File: src/hdl/ppsq_pkg.sv
`default_nettype none

package ppsq_pkg;

   // Field widths
   localparam int unsigned RANGE_W   = 16;
   localparam int unsigned ODO_W     = 32;
   localparam int unsigned HEAD_W    = 16;
   localparam int unsigned STEER_W   = 16;
   localparam int unsigned SPEED_W   = 4;
   localparam int unsigned PHASE_W   = 4;
   localparam int unsigned CARLEN_W  = 12;
   localparam int unsigned WAITCNT_W = 5;

   localparam logic [CARLEN_W-1:0]  CAR_LENGTH_RESET = 12'd500;
   localparam logic [WAITCNT_W-1:0] WAIT_TICKS       = 5'd30;

   // Headings in centidegrees
   localparam logic signed [17:0] HALF_TURN_CDEG = 18'sd18000;
   localparam logic signed [17:0] FULL_TURN_CDEG = 18'sd36000;
   localparam logic signed [17:0] HEAD_BRIGHT_DONE   = 18'sd4000;
   localparam logic signed [17:0] HEAD_BLEFT_DONE    = 18'sd500;
   localparam logic signed [17:0] HEAD_STRAIGHT_DONE = 18'sd50;

   localparam logic signed [STEER_W-1:0] LANE_LIMIT   = 16'sd10000;
   localparam logic signed [STEER_W-1:0] STEER_ZERO   = 16'sd0;
   localparam logic signed [STEER_W-1:0] STEER_RIGHT  = 16'sd436;
   localparam logic signed [STEER_W-1:0] STEER_LEFT   = -16'sd454;

   localparam logic signed [SPEED_W-1:0] SPEED_FAST    = 4'sd4;
   localparam logic signed [SPEED_W-1:0] SPEED_NORMAL  = 4'sd2;
   localparam logic signed [SPEED_W-1:0] SPEED_SLOW    = 4'sd1;
   localparam logic signed [SPEED_W-1:0] SPEED_STOP    = 4'sd0;
   localparam logic signed [SPEED_W-1:0] SPEED_REVERSE = -4'sd1;

   localparam logic [PHASE_W-1:0] PHASE_SCAN       = 4'd0;
   localparam logic [PHASE_W-1:0] PHASE_MEASURE    = 4'd1;
   localparam logic [PHASE_W-1:0] PHASE_ALIGN      = 4'd2;
   localparam logic [PHASE_W-1:0] PHASE_WAIT       = 4'd3;
   localparam logic [PHASE_W-1:0] PHASE_BRIGHT     = 4'd4;
   localparam logic [PHASE_W-1:0] PHASE_BSTRAIGHT  = 4'd5;
   localparam logic [PHASE_W-1:0] PHASE_BLEFT      = 4'd6;
   localparam logic [PHASE_W-1:0] PHASE_STRAIGHTEN = 4'd7;
   localparam logic [PHASE_W-1:0] PHASE_DONE       = 4'd8;

   typedef enum logic [8:0] {
      MODE_SCAN       = 9'b000000001,
      MODE_MEASURE    = 9'b000000010,
      MODE_ALIGN      = 9'b000000100,
      MODE_WAIT       = 9'b000001000,
      MODE_BRIGHT     = 9'b000010000,
      MODE_BSTRAIGHT  = 9'b000100000,
      MODE_BLEFT      = 9'b001000000,
      MODE_STRAIGHTEN = 9'b010000000,
      MODE_DONE       = 9'b100000000
   } mode_type;

   function automatic logic [PHASE_W-1:0] mode_to_phase(input mode_type mode);
      logic [PHASE_W-1:0] phase;
      phase = PHASE_DONE;
      unique case (mode)
         MODE_SCAN:       phase = PHASE_SCAN;
         MODE_MEASURE:    phase = PHASE_MEASURE;
         MODE_ALIGN:      phase = PHASE_ALIGN;
         MODE_WAIT:       phase = PHASE_WAIT;
         MODE_BRIGHT:     phase = PHASE_BRIGHT;
         MODE_BSTRAIGHT:  phase = PHASE_BSTRAIGHT;
         MODE_BLEFT:      phase = PHASE_BLEFT;
         MODE_STRAIGHTEN: phase = PHASE_STRAIGHTEN;
         default:         phase = PHASE_DONE;
      endcase
      return phase;
   endfunction

endpackage

`default_nettype wire

File: src/hdl/parallel_parking_sequencer_core.sv
// Channel   Direction  Handshake              Payload
// req_      in         req_valid / req_stall  four ranges, odometer, heading, lane steer
// rsp_      out        rsp_valid / rsp_stall  speed_code, steer_mrad, phase
// csr_      in         csr_wr_en              car_length (12 bit)
//
// Each beat is registered first in the input register and then in the result
// register; one beat per cycle is sustained while rsp_ does not stall; the sequencer
// state updates as the beat moves across, so consecutive ticks chain without gaps.
// A stall on rsp_ holds the result register and, through it, the input register;
// req_stall rises only when the input register is full and cannot advance.
// Synchronous active-high reset returns the sequencer to scanning, car length 500.

`default_nettype none

module parallel_parking_sequencer_core (
   input  wire logic                                clock,
   input  wire logic                                reset,
   // input channel
   input  wire logic                                req_valid,
   output      logic                                req_stall,
   input  wire logic signed [ppsq_pkg::RANGE_W-1:0] req_ir_side_front,
   input  wire logic signed [ppsq_pkg::RANGE_W-1:0] req_ir_back,
   input  wire logic signed [ppsq_pkg::RANGE_W-1:0] req_us_ahead,
   input  wire logic signed [ppsq_pkg::RANGE_W-1:0] req_us_side_front,
   input  wire logic        [ppsq_pkg::ODO_W-1:0]   req_odometer_mm,
   input  wire logic signed [ppsq_pkg::HEAD_W-1:0]  req_heading_cdeg,
   input  wire logic signed [ppsq_pkg::STEER_W-1:0] req_lane_steer_mrad,
   // result channel
   output      logic                                rsp_valid,
   input  wire logic                                rsp_stall,
   output      logic signed [ppsq_pkg::SPEED_W-1:0] rsp_speed_code,
   output      logic signed [ppsq_pkg::STEER_W-1:0] rsp_steer_mrad,
   output      logic        [ppsq_pkg::PHASE_W-1:0] rsp_phase,
   // configuration
   input  wire logic                                csr_wr_en,
   input  wire logic        [ppsq_pkg::CARLEN_W-1:0] csr_wr_data
);

   // ---------------------------------------------------------------
   // Handshake control
   // ---------------------------------------------------------------
   logic in_valid_ff, in_valid_in;
   logic rsp_valid_ff, rsp_valid_in;
   logic req_accept;
   logic advance;

   // Advance a beat when the result register is empty or being drained.
   assign advance    = in_valid_ff & (~rsp_valid_ff | ~rsp_stall);
   assign req_stall  = in_valid_ff & ~advance;
   assign req_accept = req_valid & ~req_stall;

   assign in_valid_in  = req_accept | (in_valid_ff & ~advance);
   assign rsp_valid_in = advance | (rsp_valid_ff & rsp_stall);

   // ---------------------------------------------------------------
   // Input register
   // ---------------------------------------------------------------
   logic signed [ppsq_pkg::RANGE_W-1:0] ir_front_ff, ir_rear_ff, us_ahead_ff, us_side_ff;
   logic        [ppsq_pkg::ODO_W-1:0]   odo_ff;
   logic signed [ppsq_pkg::HEAD_W-1:0]  heading_ff;
   logic signed [ppsq_pkg::STEER_W-1:0] lane_ff;

   always_ff @(posedge clock) begin
      if (req_accept) begin
         ir_front_ff <= req_ir_side_front;
         ir_rear_ff  <= req_ir_back;
         us_ahead_ff <= req_us_ahead;
         us_side_ff  <= req_us_side_front;
         odo_ff      <= req_odometer_mm;
         heading_ff  <= req_heading_cdeg;
         lane_ff     <= req_lane_steer_mrad;
      end
   end

   // ---------------------------------------------------------------
   // Sequencer state and configuration
   // ---------------------------------------------------------------
   ppsq_pkg::mode_type                    mode_ff, mode_in;
   logic [ppsq_pkg::WAITCNT_W-1:0]        wait_ticks_ff, wait_ticks_in;
   logic [ppsq_pkg::ODO_W-1:0]            path_mark_ff, path_mark_in;
   logic signed [ppsq_pkg::HEAD_W-1:0]    start_heading_ff, start_heading_in;
   logic [ppsq_pkg::CARLEN_W-1:0]         car_length_ff;

   // ---------------------------------------------------------------
   // Thresholds: constant multiples of car length by shift, subtract and add
   // ---------------------------------------------------------------
   logic [15:0] len_x15, len_x9, len_x6;
   logic [14:0] len_x2;

   assign len_x15 = {car_length_ff, 4'b0} - {4'b0, car_length_ff};
   assign len_x9  = {1'b0, car_length_ff, 3'b0} + {4'b0, car_length_ff};
   assign len_x6  = {2'b0, car_length_ff, 2'b0} + {3'b0, car_length_ff, 1'b0};
   assign len_x2  = {2'b0, car_length_ff, 1'b0};

   // Path since the mark, wrapping, times ten
   logic [ppsq_pkg::ODO_W-1:0] dpath;
   logic [ppsq_pkg::ODO_W+3:0] dpath_x10;

   assign dpath     = odo_ff - path_mark_ff;
   assign dpath_x10 = {1'b0, dpath, 3'b0} + {3'b0, dpath, 1'b0};

   logic path_ge_x15, path_gt_x9, path_gt_x6;
   assign path_ge_x15 = dpath_x10 >= {20'b0, len_x15};
   assign path_gt_x9  = dpath_x10 >  {20'b0, len_x9};
   assign path_gt_x6  = dpath_x10 >  {20'b0, len_x6};

   // ---------------------------------------------------------------
   // Range checks
   // ---------------------------------------------------------------
   logic        front_no_echo, side_clear, rear_pos, ahead_pos;
   logic [18:0] rear_x10;
   logic        rear_lt_tenth, rear_lt_half, ahead_lt_half;

   assign front_no_echo = ir_front_ff[15];
   assign side_clear    = us_side_ff[15] | (us_side_ff[14:0] > len_x2);
   assign rear_pos      = ~ir_rear_ff[15] & (ir_rear_ff != '0);
   assign ahead_pos     = ~us_ahead_ff[15] & (us_ahead_ff != '0);
   assign rear_x10      = {1'b0, ir_rear_ff[14:0], 3'b0} + {3'b0, ir_rear_ff[14:0], 1'b0};
   assign rear_lt_tenth = rear_pos & (rear_x10 < {7'b0, car_length_ff});
   assign rear_lt_half  = rear_pos & ({ir_rear_ff[14:0], 1'b0} < {4'b0, car_length_ff});
   assign ahead_lt_half = ahead_pos & ({us_ahead_ff[14:0], 1'b0} < {4'b0, car_length_ff});

   logic lane_wild;
   assign lane_wild = (lane_ff > ppsq_pkg::LANE_LIMIT) | (lane_ff < -ppsq_pkg::LANE_LIMIT);

   // ---------------------------------------------------------------
   // Heading difference, wrapped to a half turn either way
   // ---------------------------------------------------------------
   logic signed [16:0] hd_diff;
   logic        [16:0] hd_abs;
   logic signed [17:0] hd_abs_s, hd_diff_s, hd_wrap;

   assign hd_diff   = {heading_ff[15], heading_ff} - {start_heading_ff[15], start_heading_ff};
   assign hd_abs    = hd_diff[16] ? 17'(-hd_diff) : 17'(hd_diff);
   assign hd_abs_s  = $signed({1'b0, hd_abs});
   assign hd_diff_s = {hd_diff[16], hd_diff};

   always_comb begin
      if (hd_abs_s <= ppsq_pkg::HALF_TURN_CDEG) begin
         hd_wrap = hd_diff_s;
      end else if (hd_diff_s > 18'sd0) begin
         hd_wrap = hd_abs_s - ppsq_pkg::FULL_TURN_CDEG;
      end else begin
         hd_wrap = ppsq_pkg::FULL_TURN_CDEG - hd_abs_s;
      end
   end

   // ---------------------------------------------------------------
   // Mode transitions and command for the current tick
   // ---------------------------------------------------------------
   logic signed [ppsq_pkg::SPEED_W-1:0] speed_in;
   logic signed [ppsq_pkg::STEER_W-1:0] steer_in;
   logic [ppsq_pkg::WAITCNT_W-1:0]      wait_next;

   assign wait_next = wait_ticks_ff + 5'd1;

   always_comb begin
      mode_in          = mode_ff;
      wait_ticks_in    = wait_ticks_ff;
      path_mark_in     = path_mark_ff;
      start_heading_in = start_heading_ff;
      speed_in         = ppsq_pkg::SPEED_STOP;
      steer_in         = ppsq_pkg::STEER_ZERO;
      unique case (mode_ff)
         ppsq_pkg::MODE_SCAN: begin
            speed_in = ppsq_pkg::SPEED_FAST;
            steer_in = lane_ff;
            if (front_no_echo && side_clear) begin
               mode_in      = ppsq_pkg::MODE_MEASURE;
               path_mark_in = odo_ff;
            end
         end
         ppsq_pkg::MODE_MEASURE: begin
            speed_in = ppsq_pkg::SPEED_NORMAL;
            steer_in = lane_ff;
            if (path_ge_x15) begin
               mode_in      = ppsq_pkg::MODE_ALIGN;
               path_mark_in = odo_ff;
            end else if (!front_no_echo || lane_wild) begin
               mode_in = ppsq_pkg::MODE_SCAN;
            end
         end
         ppsq_pkg::MODE_ALIGN: begin
            speed_in = ppsq_pkg::SPEED_NORMAL;
            if (path_gt_x9) begin
               wait_ticks_in    = '0;
               mode_in          = ppsq_pkg::MODE_WAIT;
               start_heading_in = heading_ff;
            end
         end
         ppsq_pkg::MODE_WAIT: begin
            wait_ticks_in = wait_next;
            if (wait_next >= ppsq_pkg::WAIT_TICKS) begin
               mode_in      = ppsq_pkg::MODE_BRIGHT;
               path_mark_in = odo_ff;
            end
         end
         ppsq_pkg::MODE_BRIGHT: begin
            speed_in = ppsq_pkg::SPEED_REVERSE;
            steer_in = ppsq_pkg::STEER_RIGHT;
            if (hd_wrap > ppsq_pkg::HEAD_BRIGHT_DONE) begin
               mode_in      = ppsq_pkg::MODE_BSTRAIGHT;
               path_mark_in = odo_ff;
               steer_in     = ppsq_pkg::STEER_ZERO;
            end
            // obstacle close behind wins over the heading check
            if (rear_lt_tenth) begin
               mode_in      = ppsq_pkg::MODE_DONE;
               path_mark_in = odo_ff;
               speed_in     = ppsq_pkg::SPEED_STOP;
            end
         end
         ppsq_pkg::MODE_BSTRAIGHT: begin
            speed_in = ppsq_pkg::SPEED_REVERSE;
            if (path_gt_x6) begin
               mode_in      = ppsq_pkg::MODE_BLEFT;
               path_mark_in = odo_ff;
            end
         end
         ppsq_pkg::MODE_BLEFT: begin
            speed_in = ppsq_pkg::SPEED_REVERSE;
            steer_in = ppsq_pkg::STEER_LEFT;
            if ((hd_wrap < ppsq_pkg::HEAD_BLEFT_DONE) || rear_lt_half) begin
               mode_in = ppsq_pkg::MODE_STRAIGHTEN;
            end
         end
         ppsq_pkg::MODE_STRAIGHTEN: begin
            speed_in = ppsq_pkg::SPEED_SLOW;
            steer_in = ppsq_pkg::STEER_RIGHT;
            if (hd_wrap < ppsq_pkg::HEAD_STRAIGHT_DONE) begin
               mode_in = ppsq_pkg::MODE_DONE;
            end else if (ahead_lt_half) begin
               mode_in = ppsq_pkg::MODE_BLEFT;
            end
         end
         default: begin
            // done, and any unreachable code: stop and hold
         end
      endcase
   end

   // ---------------------------------------------------------------
   // Registers
   // ---------------------------------------------------------------
   always_ff @(posedge clock) begin
      if (reset) begin
         in_valid_ff      <= 1'b0;
         rsp_valid_ff     <= 1'b0;
         mode_ff          <= ppsq_pkg::MODE_SCAN;
         wait_ticks_ff    <= '0;
         path_mark_ff     <= '0;
         start_heading_ff <= '0;
         car_length_ff    <= ppsq_pkg::CAR_LENGTH_RESET;
      end else begin
         in_valid_ff  <= in_valid_in;
         rsp_valid_ff <= rsp_valid_in;
         if (advance) begin
            mode_ff          <= mode_in;
            wait_ticks_ff    <= wait_ticks_in;
            path_mark_ff     <= path_mark_in;
            start_heading_ff <= start_heading_in;
         end
         if (csr_wr_en) begin
            car_length_ff <= csr_wr_data;
         end
      end
   end

   // Result register: load on advance, hold while stalled
   logic signed [ppsq_pkg::SPEED_W-1:0] rsp_speed_ff;
   logic signed [ppsq_pkg::STEER_W-1:0] rsp_steer_ff;
   logic        [ppsq_pkg::PHASE_W-1:0] rsp_phase_ff;

   always_ff @(posedge clock) begin
      if (advance) begin
         rsp_speed_ff <= speed_in;
         rsp_steer_ff <= steer_in;
         rsp_phase_ff <= ppsq_pkg::mode_to_phase(mode_in);
      end
   end

   assign rsp_valid      = rsp_valid_ff;
   assign rsp_speed_code = rsp_speed_ff;
   assign rsp_steer_mrad = rsp_steer_ff;
   assign rsp_phase      = rsp_phase_ff;

`ifndef SYNTHESIS
   // A beat that advances is always presented on the next cycle
   assert property (@(posedge clock) disable iff (reset) advance |=> rsp_valid_ff)
      else $error("advanced beat not presented");

   // State moves only with a beat
   assert property (@(posedge clock) disable iff (reset)
      !advance |=> ($stable(mode_ff) && $stable(path_mark_ff) && $stable(wait_ticks_ff)))
      else $error("sequencer state changed without a beat");

   // Done is final
   assert property (@(posedge clock) disable iff (reset)
      (mode_ff == ppsq_pkg::MODE_DONE) |=> (mode_ff == ppsq_pkg::MODE_DONE))
      else $error("left done mode");

   // The standstill counter never runs past its limit while waiting
   assert property (@(posedge clock) disable iff (reset)
      (mode_ff == ppsq_pkg::MODE_WAIT) |-> (wait_ticks_ff < ppsq_pkg::WAIT_TICKS))
      else $error("wait counter overran");
`endif

endmodule

`default_nettype wire
File: config.mk
export PLATFORM = sky130hd
export DESIGN_NAME = parallel_parking_sequencer_core
export DESIGN_NICKNAME = d
export VERILOG_FILES = /design/src/hdl/ppsq_pkg.sv /design/src/hdl/parallel_parking_sequencer_core.sv
export SDC_FILE = /design/constraint.sdc
export NUM_CORES = 1
export LEC_CHECK = 0
export BUFFER_PORTS_ARGS = -buffer_cell sky130_fd_sc_hd__buf_2
export CAP_MARGIN = 20
export CORE_ASPECT_RATIO = 1.25
export CORE_UTILIZATION = 40
export DETAILED_ROUTE_END_ITERATION = 16
export PLACE_DENSITY = 0.61
export SLEW_MARGIN = 15
export SYNTH_ARGS = -nofsm -noshare
export SYNTH_HDL_FRONTEND = slang
export SYNTH_SLANG_ARGS = --single-unit
File: constraint.sdc
create_clock -name clock -period 7.3 [get_ports clock]
set_clock_uncertainty 0.05 [all_clocks]
set_input_delay 0 -clock clock [delete_from_list [all_inputs] [get_ports clock]]
set_output_delay 0 -clock clock [all_outputs]
set_load 0.005 [all_outputs]
Yosys cells after proc, flatten, opt, wreduce, memory -nomap -nowiden --
Index checks and enable logic that the tools add are counted.
Operators by class: $add $sub $neg 11, order comparisons 15, equality and inequality tests 22, mux-type cells 29, bitwise operators 20, reduce and logical (&&, ||, !) cells 14
Operators with widths (count):
- $mux W32 | 6
- $pmux W32 S5 | 1
- $mux W9 | 12
- $pmux W9 S8 | 1
- $pmux W16 S4 | 1
- $add A35 B33 Y36 | 1
- $ge A36 B16 Y1 | 1
- $gt A36 B15 Y1 | 1
- $gt A36 B16 Y1 | 1
- $mux W18 | 2
- $lt A16 B12 Y1 | 2
- $pmux W4 S8 | 1
- $reduce_bool A16 Y1 | 2
- $sub A32 B32 Y32 | 1
- $pmux W4 S5 | 1
- $add A18 B16 Y19 | 1
- $lt A19 B12 Y1 | 1
- $eq A9 B1 Y1 const B | 2
- $eq A9 B2 Y1 const B | 2
- $eq A9 B3 Y1 const B | 2
- $eq A9 B4 Y1 const B | 2
- $eq A9 B5 Y1 const B | 2
- $eq A9 B6 Y1 const B | 2
- $eq A9 B7 Y1 const B | 2
- other kinds (35) | 61
Word-level totals: register bits 228, input bits 145, output and inout bits 26, word-level logic and storage cells 128

Logic depth before layout (Yosys ltp) --
Gate-level depths: netlist (run 1).
depth in word-level cells 12, mapped depth 42, gate-level depth less buffers 39

Least setup slack after synthesis (run 1) --
Ideal clock, no wire load.
path kind flip-flop to flip-flop, from register odo_ff[0] (netlist bit), to register rsp_phase_ff (netlist bit rsp_phase[1]) (data pin), setup time 146 ps, arrival 7561 ps, required time 7104 ps, path slack -457 ps, cell stages (with the launch flop) 41, period minus slack after synthesis 7757 ps, cells stage by stage edfxtp_1 -> inv_1 -> ha_1 -> inv_1 -> fa_1 -> a21o_1 -> a21oi_1 -> o21bai_1 -> a211o_1 -> a221o_1 -> o311ai_0 -> nand2_1 -> nand2_1 -> nand2_1 -> a21oi_1 -> o21ai_0 -> a21oi_1 -> o21ai_0 -> [5 not listed] -> o21ai_0 -> nand3b_1 -> o2111ai_1 -> a2111oi_0 -> o311ai_0 -> or4_1 -> nor4_1 -> nand4b_1 -> nor4_1 -> nand4_1 -> or3b_1 -> clkbuf_1 -> o21a_1 -> a21oi_1 -> o311a_1 -> nand2_1 -> or3b_1 -> a21oi_1
On the way: cells in the longest elaborated chain, start to end 7
Ends and longest elaborated chain:
- from (decl) | line parallel_parking_sequencer_core.sv:59 | logic [ppsq_pkg::ODO_W-1:0] odo_ff;
- from (signal assigned) | line parallel_parking_sequencer_core.sv:69 | odo_ff <= req_odometer_mm;
- $sub A32 B32 Y32 * | line parallel_parking_sequencer_core.sv:99 | assign dpath = odo_ff - path_mark_ff;
- $add A35 B33 Y36 * | line parallel_parking_sequencer_core.sv:100 | assign dpath_x10 = {1'b0, dpath, 3'b0} + {3'b0, dpath, 1'b0};
- $gt A36 B15 Y1 (tied with other cells) | line parallel_parking_sequencer_core.sv:105 | assign path_gt_x6 = dpath_x10 > {20'b0, len_x6};
- $mux W9, on equally long branches | line parallel_parking_sequencer_core.sv:215, parallel_parking_sequencer_core.sv:176, parallel_parking_sequencer_core.sv:185
- $pmux W9 S8 * | line parallel_parking_sequencer_core.sv:164 | unique case (mode_ff)
- $eq A9 B8 Y1 (tied with other cells) | line ppsq_pkg.sv:61 | unique case (mode)
- $pmux W4 S8 * | line ppsq_pkg.sv:61
- to (signal assigned) | line parallel_parking_sequencer_core.sv:278 | rsp_phase_ff <= ppsq_pkg::mode_to_phase(mode_in);
- to (decl) | line parallel_parking_sequencer_core.sv:272 | logic [ppsq_pkg::PHASE_W-1:0] rsp_phase_ff;
Every way passes the cells marked *; elsewhere a longest branch is shown, timed or not. A chain may end at the register's enable or synchronous reset.

Worst setup path after layout (run 1) --
from register odo_ff[0] (netlist bit), to register rsp_phase_ff (netlist bit rsp_phase[2]) (data pin)
The elaborated chain is that of the path after synthesis.

==> flow_metrics.env, run 1 <==
export IMPL_startpoint_type="register"
export IMPL_critical_path_most_common_cell="buf_4"
export IMPL_dp_slack_ns=-0.877
export IMPL_setup_worst_path_end="rsp_phase[2]$_DFFE_PP_"
export IMPL_drive_above_1_share_pct=20.0
export IMPL_crit_start="odo_ff[0]$_DFFE_PP_"
export IMPL_power_total_mw=5.08
export IMPL_drv_cap=0
export IMPL_fin_ws_ns=-0.436
export IMPL_ys_flop_type="edfxtp_1"
export IMPL_path_buf_inv=6
export IMPL_synth_cells=1947
export IMPL_fin_crit_sh_pct=106
export IMPL_cts_path_max_buffers=3
export IMPL_nFillCells=3931
export IMPL_grt_pass1_vias=16600
export IMPL_rsz0062_at_grt="true"
export IMPL_grt_overflow_total=0
export IMPL_cts_tree="yes"
export IMPL_yosysWarnings=0
export IMPL_hold_slack_ns=0.105
export IMPL_track_usage_pct=22.6
export IMPL_drt_first_pass_iters=5
export IMPL_power_density_nw_per_um2=222
export IMPL_synth_seq_area_share_pct=31.9
export IMPL_hpwl_um=37600
export IMPL_synth_area_leaders="edfxtp_1, ha_1, dfxtp_1, a21oi_1, xnor2_1"
export IMPL_r2r_end="rsp_phase[2]$_DFFE_PP_"
export IMPL_h_tree_depth=1
export IMPL_setup_worst_path_class="register to register"
export IMPL_drtAntennaViolNets=0
export IMPL_die_x_um=190
export IMPL_stdcell_area_um2=22900
export IMPL_fin_crit_ns=7.74
export IMPL_rows=85
export IMPL_path_delay_family="compound AO/OA/AOI/OAI gates"
export IMPL_cp_slowest_cell="or4_4"
export IMPL_multi_input_area_um2=11700
export IMPL_finish_utilization_pct=52.9
export IMPL_crit_fanout=4
export IMPL_dp_cells=2750
export IMPL_die_area_um2=45000
export IMPL_ys_top_cells_by_count="ha_1, nor2_1, a21oi_1, edfxtp_1, inv_1"
export IMPL_cp_required_ns=7.65
export IMPL_dieHeight_um=237
export IMPL_avgSynthCellArea_um2=9.08
export IMPL_fin_setup_tns_ns=-15.15
export IMPL_core_area_um2=43300
export IMPL_cp_arrival_ns=8.09
export IMPL_yosysUniqueCellTypes=100
export IMPL_ir_worst_vdd_mv=0.194
export IMPL_worst_setup_path_end_kind="register"
export IMPL_drt_iter0_drc=1017
export IMPL_stdcell_count=2964
export IMPL_cts_buffers=25
export IMPL_synthArstFlopShare_pct=0
export IMPL_violations="setup timing"
export IMPL_seq_area_um2=5640
export IMPL_vias_per_cell=5.51
export IMPL_reg2reg_slack_ns=-0.44
export IMPL_syn_nets=2318
export IMPL_antenna_found_initial=1
export IMPL_reg2reg_depth=40
export IMPL_synth_edf_count=137
export IMPL_finalHoldViolCount=0
export IMPL_vias=16300
export IMPL_slew_violations=0
export IMPL_placed_area_um2=20000
export IMPL_grt_pass1_wl_um=82700
export IMPL_syn_to_final_growth_pct=29.6
export IMPL_fin_nets=2752
export IMPL_wl_um=52000
export IMPL_yosys_area_top_type="edfxtp_1"
export IMPL_cts_num_sinks=213
export IMPL_routedWlPerCell_um=17.5
export IMPL_boundaryPins=171
export IMPL_drc=0
export IMPL_tightest_slew_ns=0.950
export IMPL_start_util_pct=40.8
export IMPL_relSlewSlack_pct=36.7
export IMPL_path_clk_slew_ns=0.06
export IMPL_syn_area_um2=17700
export IMPL_max_stage_delay_ns=0.44
export IMPL_synth_top_area_share_pct=23.3
export IMPL_min_path_cells=2
export IMPL_r2r_start="odo_ff[0]$_DFFE_PP_"
export IMPL_clk_insertion_delay_late_ns=0.56
export IMPL_io_buffers=155
export IMPL_grt_max_degree=72
export IMPL_cts_root_buf="clkbuf_16"
export IMPL_hold_class="input port to register"
export IMPL_post_synth_top_count_cell="ha_1"
export IMPL_status="complete, but fails checks"
export IMPL_gp_congestion=0.914
export IMPL_p_leak_nw=9.54
export IMPL_diodes=0
export IMPL_cp_depth=40
export IMPL_finalSetupViolCount=62
export IMPL_synth_seq_cells=213
export IMPL_maxClockFrequency_mhz=129
==> state kept, by name, indices dropped and copies added, names as in the netlist <==
| signal | cells |
|---|---|
| odo_ff | 32 |
| path_mark_ff | 32 |
| heading_ff | 16 |
| ir_rear_ff | 16 |
| lane_ff | 16 |
| rsp_steer_mrad | 16 |
| start_heading_ff | 16 |
| us_ahead_ff | 16 |
| us_side_ff | 16 |
| car_length_ff | 12 |
| mode_ff | 9 |
| wait_ticks_ff | 5 |
| rsp_phase | 4 |
| rsp_speed_code | 4 |
| in_valid_ff | 1 |
| ir_front_ff | 1 |
| rsp_valid | 1 |
==> metal layers <==
layer | vias up | global-route usage [%] | part of all wire, %
met5 | - | 0 | 0.033
met4 | 2 | 8.11 | 3.3
met3 | 121 | 2.09 | 3.1
met2 | 383 | 43.1 | 52
met1 | 7723 | 25.8 | 41
li1 | 8102 | - | -
==> cell type report <==
cell class	count	share of cell area, %
multi-input cells	1547	51.2
flip-flops and latches	213	24.6
repair buffers	455	15.4
well taps	565	3.09
clock buffers	31	2.83
inverters	139	2.28
clock inverters	14	0.677
==> timing repair <==
action | in CTS | in global routing
resized for setup | 56 | 60
gates cloned | 8 | 0
setup endpoints to repair | 64 | 64
setup buffers | 8 | 15
hold endpoints to repair | 128 | 0
hold buffers | 146 | 0
pin swaps | 23 | 57
==> cell usage in the layout, fill, tap and decap left out, types with 87 or more instances in the layout <==
| master | synthesis | final |
|---|---|---|
| inv_1 | 137 | 136 |
| xnor2_1 | 87 | 87 |
| buf_4 | 1 | 139 |
| ha_1 | 219 | 218 |
| nor2_1 | 200 | 184 |
| a21oi_1 | 178 | 152 |
| nand2_1 | 105 | 102 |
| edfxtp_1 | 137 | 137 |
| buf_2 | 14 | 155 |
| dlygate4sd3_1 | 0 | 146 |
==> kinds of logic after synthesis <==
| logic type | Yosys count | share of synthesized area, % |
|---|---|---|
| AOI/OAI and AO/OA | 577 | 22.2 |
| and+or+nand+nor | 565 | 16.1 |
| adders and majority gates | 226 | 16.3 |
| DFF | 213 | 31.9 |
| buffers and inverters | 192 | 4.33 |
| xor gates and xnor gates | 119 | 6.10 |
| muxes | 55 | 3.14 |
==> worst min-delay path by stage <==
stage | start | to | slack (ns)
after global placement | req_heading_cdeg[3] | heading_ff[3]$_DFFE_PP_ | 0.13
after detailed placement | req_heading_cdeg[13] | heading_ff[13]$_DFFE_PP_ | 0.13
final | req_odometer_mm[6] | odo_ff[6]$_DFFE_PP_ | 0.11
after CTS | req_heading_cdeg[4] | heading_ff[4]$_DFFE_PP_ | 0.08
after global routing | req_heading_cdeg[4] | heading_ff[4]$_DFFE_PP_ | 0.1
after floorplan | req_heading_cdeg[0] | heading_ff[0]$_DFFE_PP_ | 0.05
==> report_power, final <==
group | internal, mW | total [mW] | switching [mW] | leakage (nW)
clock | 0.737 | 1.27 | 0.529 | 0.388
sequential | 1.36 | 1.41 | 0.0534 | 1.95
combinational | 1.10 | 2.40 | 1.30 | 7.20
Power figures use the tool's default switching activity.
==> inputs of run 2 (changes only) <==
Settings changed: MAX_ROUTING_LAYER set to met4, PLACE_DENSITY 0.61 to 0.59, SETUP_SLACK_MARGIN set to 0.02.
Clock period 7.3 ns to 9.2 ns, I/O delays scaled along.
==> flow_metrics.env, run 2 (synthesis gave the netlist of run 1 again) <==
export IMPL_status="finished clean"
export IMPL_antenna_found_initial=2
export IMPL_finalHoldViolCount=0
export IMPL_cts_buffers=26
export IMPL_syn_to_final_growth_pct=21.9
export IMPL_drive_above_1_share_pct=12.5
export IMPL_relSlewSlack_pct=41.4
export IMPL_grt_pass1_wl_um=77200
export IMPL_die_area_um2=45000
export IMPL_cp_required_ns=9.56
export IMPL_cp_slowest_cell="or3b_2"
export IMPL_p_leak_nw=8.88
export IMPL_clk_insertion_delay_late_ns=0.57
export IMPL_cts_root_buf="clkbuf_16"
export IMPL_dieHeight_um=237
export IMPL_ir_worst_vdd_mv=0.145
export IMPL_rows=85
export IMPL_hpwl_um=35900
export IMPL_layout_commonest_cell="ha_1"
export IMPL_cp_arrival_ns=8.81
export IMPL_drt_first_pass_iters=5
export IMPL_hold_class="input port to register"
export IMPL_drc=0
export IMPL_path_delay_family="compound AO/OA/AOI/OAI gates"
export IMPL_rsz0062_at_grt="false"
export IMPL_power_density_nw_per_um2=180
export IMPL_startpoint_type="register"
export IMPL_cts_tree="yes"
export IMPL_tightest_slew_ns=0.873
export IMPL_path_clk_slew_ns=0.06
export IMPL_placed_area_um2=19100
export IMPL_dp_cells=2637
export IMPL_wl_um=48200
export IMPL_layout_common_cells="ha_1, nor2_1, a21oi_1"
export IMPL_biggestRegsByFlops="odo_ff x32, path_mark_ff x32"
export IMPL_finalSetupViolCount=0
export IMPL_boundaryPins=171
export IMPL_dp_slack_ns=0.743
export IMPL_vias=15600
export IMPL_fin_crit_sh_pct=91.8
export IMPL_crit_fanout=4
export IMPL_gp_congestion=0.918
export IMPL_cts_num_sinks=213
export IMPL_setup_worst_path_class="register to register"
export IMPL_nFillCells=4045
export IMPL_stdcell_area_um2=21500
export IMPL_critical_path_most_common_cell="a21oi_1"
export IMPL_fin_setup_tns_ns=0
export IMPL_path_buf_inv=4
export IMPL_fin_ws_ns=0.750
export IMPL_routedWlPerCell_um=17.0
export IMPL_max_stage_delay_ns=0.56
export IMPL_worst_setup_path_end_kind="register"
export IMPL_h_tree_depth=1
export IMPL_die_x_um=190
export IMPL_start_util_pct=40.8
export IMPL_fin_nets=2617
export IMPL_core_area_um2=43300
export IMPL_maxClockFrequency_mhz=118
export IMPL_cts_path_max_buffers=3
export IMPL_stdcell_count=2833
export IMPL_fin_crit_ns=8.45
export IMPL_drt_iter0_drc=1075
export IMPL_slew_violations=0
export IMPL_vias_per_cell=5.49
export IMPL_grt_pass1_vias=15500
export IMPL_track_usage_pct=21.8
export IMPL_grt_max_degree=71
export IMPL_drtAntennaViolNets=0
export IMPL_drv_cap=0
export IMPL_grt_overflow_total=0
export IMPL_io_buffers=155
run 2: cell types whose count changed in the layout (fill, tap and decap cells not counted), moves of 10 or more:
cell,previous run,this run
a21oi_1,152,177
a21oi_2,28,4
buf_4,139,20
nor2_1,184,200
nor2_2,10,0
run 2: layout make-up:
cell class | count | area [µm²] | share of cell area (%)
diodes | 2 | 5.00 | 0.0232
inverters | 139 | 522 | 2.42
repair buffers | 324 | 2450 | 11.4
flip-flops and latches | 213 | 5640 | 26.2
clock inverters | 21 | 249 | 1.16
multi-input cells | 1542 | 11300 | 52.4
clock buffers | 27 | 676 | 3.14
well taps | 565 | 707 | 3.28
run 2: what timing repair did:
item                                    CTS  global route
endpoints found under the hold margin   128             0
endpoints found under the setup margin    0             3
gates resized for setup                   0             4
setup buffers                             0             0
hold buffers                            146             0
run 2: per-stage QoR:
stage,hold WS (ns),total power [mW],util (%)
after detailed placement,0.128,2.73,44.2
after global placement,0.127,2.70,44.2
after global routing,0.0758,4.16,49.8
after CTS,0.0545,3.91,49.7
after floorplan,0.0489,2.33,-
final,0.0912,3.88,49.8
run 2: metal layers:
layer  track usage (%)  share of wire, %  vias up
li1                  -                 -     7831
met4              6.13               2.2        0
met5                 -                 0        -
met2              40.4                53      304
met3              2.25               3.2       85
met1              24.5                42     7343
run 2: path summary, 6_finish.rpt:
check | from | endpoint | slack, ns | cells after the start
max | odo_ff[0]$_DFFE_PP_ | rsp_phase[1]$_DFFE_PP_ | 0.75 | 41
min | req_us_side_front[13] | us_side_ff[13]$_DFFE_PP_ | 0.09 | 2
max reg2reg | odo_ff[0]$_DFFE_PP_ | rsp_phase[1]$_DFFE_PP_ | 0.75 | 41
min reg2reg | path_mark_ff[3]$_SDFFE_PP0P_ | path_mark_ff[3]$_SDFFE_PP0P_ | 0.44 | 2
run 2: worst reg2reg max path: cells and delay by family (launching register included):
kind | cells | cell delay [ns]
xor gates and xnor gates | 1 | 0.23
and+or+nand+nor | 15 | 2.98
AOI/OAI and AO/OA | 18 | 3.24
DFF | 1 | 0.39
adders and majority gates | 3 | 0.90
buffers and inverters | 4 | 0.52
run 2: power by group:
| part | internal (mW) | switching (mW) |
|---|---|---|
| combinational | 0.710 | 0.949 |
| clock | 0.656 | 0.447 |
| sequential | 1.08 | 0.0397 |
